File: src/rtl/dsrp_pkg.sv
// Shared types and constants for the dense set with random pick.
`default_nettype none

package dsrp_pkg;

	localparam int CAPACITY_DEF = 256;
	localparam int VALUE_W      = 32;
	localparam int DRAW_W       = 31;
	localparam int STEP_W       = $clog2(DRAW_W);
	localparam int COUNT_W      = 9;

	typedef enum logic [1:0] {
		OP_INSERT = 2'd0,
		OP_REMOVE = 2'd1,
		OP_PICK   = 2'd2
	} op_t;

	typedef enum logic [1:0] {
		ST_DONE     = 2'd0,
		ST_REJECTED = 2'd1,
		ST_FULL     = 2'd2,
		ST_EMPTY    = 2'd3
	} status_t;

	// Commands from the controller to the datapath.
	typedef struct packed {
		logic    load;
		logic    scan_start;
		logic    div_start;
		logic    rd_last;
		logic    rd_pick;
		logic    wr_append;
		logic    wr_move;
		logic    respond;
		status_t status;
		logic    pick_out;
	} dsrp_cmd_t;

	// Status from the datapath back to the controller.
	typedef struct packed {
		logic scan_fin;
		logic found;
		logic div_fin;
		logic cnt_zero;
		logic cnt_full;
	} dsrp_stat_t;

endpackage

`default_nettype wire

File: src/rtl/dsrp_ctrl.sv
// Controller state machine that sequences insert, remove and pick.
`default_nettype none

module dsrp_ctrl (
	input  wire                 clk,
	input  wire                 arst_n,
	input  wire                 start,
	input  wire [1:0]           opcode,
	input  wire dsrp_pkg::dsrp_stat_t st,
	output dsrp_pkg::dsrp_cmd_t  cmd,
	output logic                busy
);
	import dsrp_pkg::*;

	typedef enum logic [2:0] {
		S_IDLE,
		S_DISPATCH,
		S_SCAN,
		S_RD_LAST,
		S_MOVE,
		S_DIV,
		S_RD_PICK,
		S_PICK_OUT
	} state_t;

	state_t state_q;
	state_t state_d;
	op_t    op_q;

	always_ff @(posedge clk or negedge arst_n) begin
		if (!arst_n) begin
			state_q <= S_IDLE;
			op_q    <= OP_INSERT;
		end else begin
			state_q <= state_d;
			if (state_q == S_IDLE && start) begin
				op_q <= op_t'(opcode);
			end
		end
	end

	assign busy = (state_q != S_IDLE);

	always_comb begin
		cmd     = '0;
		state_d = state_q;
		case (state_q)
			S_IDLE: begin
				cmd.load = start;
				if (start) begin
					state_d = S_DISPATCH;
				end
			end
			S_DISPATCH: begin
				case (op_q)
					OP_INSERT, OP_REMOVE: begin
						cmd.scan_start = 1'b1;
						state_d        = S_SCAN;
					end
					OP_PICK: begin
						if (st.cnt_zero) begin
							cmd.respond = 1'b1;
							cmd.status  = ST_EMPTY;
							state_d     = S_IDLE;
						end else begin
							cmd.div_start = 1'b1;
							state_d       = S_DIV;
						end
					end
					default: begin
						cmd.respond = 1'b1;
						cmd.status  = ST_REJECTED;
						state_d     = S_IDLE;
					end
				endcase
			end
			S_SCAN: begin
				if (st.scan_fin) begin
					if (op_q == OP_INSERT) begin
						cmd.respond = 1'b1;
						state_d     = S_IDLE;
						// A duplicate is reported before a full set.
						if (st.found) begin
							cmd.status = ST_REJECTED;
						end else if (st.cnt_full) begin
							cmd.status = ST_FULL;
						end else begin
							cmd.wr_append = 1'b1;
							cmd.status    = ST_DONE;
						end
					end else if (st.found) begin
						state_d = S_RD_LAST;
					end else begin
						cmd.respond = 1'b1;
						cmd.status  = ST_REJECTED;
						state_d     = S_IDLE;
					end
				end
			end
			S_RD_LAST: begin
				cmd.rd_last = 1'b1;
				state_d     = S_MOVE;
			end
			S_MOVE: begin
				cmd.wr_move = 1'b1;
				cmd.respond = 1'b1;
				cmd.status  = ST_DONE;
				state_d     = S_IDLE;
			end
			S_DIV: begin
				if (st.div_fin) begin
					state_d = S_RD_PICK;
				end
			end
			S_RD_PICK: begin
				cmd.rd_pick = 1'b1;
				state_d     = S_PICK_OUT;
			end
			S_PICK_OUT: begin
				cmd.respond  = 1'b1;
				cmd.status   = ST_DONE;
				cmd.pick_out = 1'b1;
				state_d      = S_IDLE;
			end
			default: begin
				state_d = S_IDLE;
			end
		endcase
	end

endmodule

`default_nettype wire

File: config.mk
export PLATFORM = sky130hd
export DESIGN_NAME = dsrp_ctrl
export DESIGN_NICKNAME = d
export VERILOG_FILES = /design/src/rtl/dsrp_pkg.sv /design/src/rtl/dsrp_ctrl.sv
export SDC_FILE = /design/constraint.sdc
export NUM_CORES = 1
export LEC_CHECK = 0
export BUFFER_PORTS_ARGS = -buffer_cell sky130_fd_sc_hd__buf_2
export CAP_MARGIN = 40
export CORE_AREA = 2 2 39 41
export DETAILED_ROUTE_END_ITERATION = 16
export DIE_AREA = 0 0 41 43
export PLACE_DENSITY = 0.66
export SLEW_MARGIN = 25
export SYNTH_ARGS = -nofsm -noshare
export SYNTH_HDL_FRONTEND = slang
export SYNTH_SLANG_ARGS = --single-unit
export TNS_END_PERCENT = 10
File: constraint.sdc
create_clock -name clk -period 1.8 [get_ports clk]
set_clock_uncertainty 0.15 [all_clocks]
set_input_delay 0.18 -clock clk [delete_from_list [all_inputs] [get_ports clk]]
set_output_delay 0.18 -clock clk [all_outputs]
set_load 0.03 [all_outputs]
==> results.toml <==
[sta]
setup_slack_ps = -24.3
setup_viol = 1
timing.final.crit_share_pct = 101
worst_slew_pin_slew_ps = 329
rsz0062_at_grt = "true"
final_hold_viol_count = 0
period_needed_ps = 1820
slew_viol_final = 0
clock.fmax_ghz = 0.548
maxSlewHeadroom_pct = 77.8
fin_tns_setup_ps = -24.3

[outcome]
violations = "setup timing"
status = "finished, violations left"

[drt]
wl_per_cell_um = 13.0
ant_nets = 0
vias = 529
drt_pass1_iterations = 4
vias_per_cell = 5.19
drc = 0
drt_iter0_drc = 6
drt_wl_total_um = 1330

[power_and_ir_drop]
peakVddDrop_mv = 0.826
p_total_mw = 1.35
p_per_area_nw_per_um2 = 1750
power_leakage_nw = 0.372

[synth]
ys_types = 30
synth_top_area_share_pct = 26.7
synth_area_um2 = 469
ys_top_cells_by_area = "dfrtp_1 27%, inv_1 5.6%, nor4b_4 5.1%, buf_6 4.8%, nor3_1 4.3%"
yosys_warnings = 0
yosysSeqAreaShare_pct = 26.7
ys_seq_elements = 5
syn_nets = 63
syn_avg_cell_area_um2 = 9.02
postSynthCellCount = 52
synth_top_area_cell = "dfrtp_1"

[grt]
antenna_found_initial = 0
globalRouteTotalUtil_pct = 14.9
grt_overflow = 0
grt_pass1_wl_um = 1810
grt_max_degree = 11
grt_pass1_vias = 461

[critical_path]
cp_num_buf_inv = 1
critical_path.max_stage_delay_ps = 440
path_max_fanout = 5
arrival_ps = 1490
cp-start-kind = "flop"
end_kind = "output pin"
worstPathRequired_ps = 1470
critical_path.top_delay_family = "simple AND/OR/NAND/NOR gates"
crit_chain = "nand4bb_4, nor3_2, a32o_2, buf_6"
criticalPathCategory = "reg2out"
slowest_stage = "dfrtp_1"

[placed_design]
io_buffers = 21
place_ws_ps = 119
dp_hpwl_um = 891
place_area_um2 = 611
globalplace.congestion = 0.692

[final_layout]
fillers = 131
multi_input_area_um2 = 344
final_util_pct = 55.6
finalNetCount = 98
stdcell_area_um2 = 769
seq_area_um2 = 128
drive_gt1_share_pct = 60.5
area_growth_syn_to_layout_pct = 64.0
antenna_cells = 0

[cts]
insertion_delay_ps = 240
cts.sinks = 5
htreeDepth = 1
cts_root_buf = "clkbuf_4"
cts_tree = "yes"
cts.clk_slew.worst_paths_ps = 40
cts_buffers = 3
clock_path_buffers = 2

[run]
drv_cap = 0

[worst_hold_path]
hp-class = "in2reg"

[die]
initial_utilization_pct = 33.9
ios = 22
dieHeight_um = 43
die-area_um2 = 1760
core_area_um2 = 1380
dieWidth_um = 41
rows = 14
==> stage by stage <==
step | hold slack, ps | std cells
4_1_cts | 1.05 | 99
6_report | 10.9 | 102
3_5_place_dp | -154 | 91
3_3_place_gp | -155 | 91
5_1_grt | 7.53 | 102
2_1_floorplan | -266 | 52
==> worst reg2reg max path, delay by kind of cell (launching register included) <==
family | cells | cell delay (ps)
and+or+nand+nor | 1 | 330
buffers and inverters | 2 | 350
muxes | 1 | 300
DFF | 1 | 440
==> power by group <==
| part | switching [mW] | internal [mW] |
|---|---|---|
| Clock | 0.0407 | 0.0835 |
| Sequential | 0.0585 | 0.171 |
| Combinational | 0.553 | 0.440 |
==> synthesized netlist by cell type (all sizes together) <==
| cell type | count |
|---|---|
| and3 | 2 |
| a32o | 1 |
| nor2b | 1 |
| a2111oi | 1 |
| nor4 | 2 |
| nor2 | 1 |
| a32oi | 1 |
| nor4b | 1 |
| a211oi | 1 |
| mux2 | 1 |
| nand3 | 1 |
| buf | 3 |
| o21ai | 4 |
| nor3 | 4 |
| inv | 7 |
| nand4bb | 1 |
| a31oi | 1 |
| ha | 1 |
| a211o | 2 |
| o31ai | 2 |
| nand2 | 3 |
| dfrtp | 5 |
| and4bb | 1 |
| or2 | 1 |
| or3b | 1 |
| a21oi | 2 |
| o211ai | 1 |
==> worst paths after layout <==
check / start / to / slack (ps) / cells past startpoint
max in group asynchronous: arst_n / state_q[2] / 1230 / 2
max: state_q[0] / cmd[2] / -20 / 4
min: opcode[1] / op_q[1] / 10 / 2
min in group asynchronous: arst_n / state_q[0] / 130 / 2
min reg2reg: op_q[1] / op_q[1] / 470 / 2
max reg2reg: state_q[0] / op_q[1] / 120 / 4
==> kinds of logic after synthesis <==
kind of cell    synth area share [%]
flops                           26.7
mux                             2.40
compound gates                  27.7
buf+inv                         11.5
simple gates                    29.1
fa+ha+maj                       2.67
==> state kept, by name (all words and copies together) (netlist names) <==
signal   cells
state_q      3
op_q         2
==> layer usage <==
metal | share of wire (%) | up-vias | track usage (%)
li1 | - | 268 | -
met1 | 40 | 244 | 18.0
met2 | 56 | 17 | 24.4
met3 | 3.8 | 0 | 1.57
met4 | 0 | 0 | 8.00
met5 | 0 | - | 0
==> area by class of cell <==
type                    count  area share, %
multi-input cells          37           44.7
repair buffers             33           29.3
flip-flops and latches      5           16.6
clock buffers               4           3.41
inverters                   7           3.41
well taps                  16           2.60
==> repair_timing <==
action,4_1_cts,5_1_grt
endpoints found under the setup margin,4,5
endpoints found under the hold margin,6,0
hold buffers,2,0
setup buffers,2,3
resized for setup,7,16
pin swaps,1,6
==> cell usage in the layout (no fill, tap or decap), types with 2 or more instances in the layout <==
cell and count:
buf_2 17, buf_4 10, inv_1 6, buf_6 4, nor3_1 3, clkbuf_4 3, dfrtp_1 3, and3_1 2
o21ai_2 2, a21oi_1 2, o31ai_1 2, o21ai_0 2, a211o_1 2, nand2_1 2, dlygate4sd3_1 2, dfrtp_2 2
(Power assumes the default switching activity.)
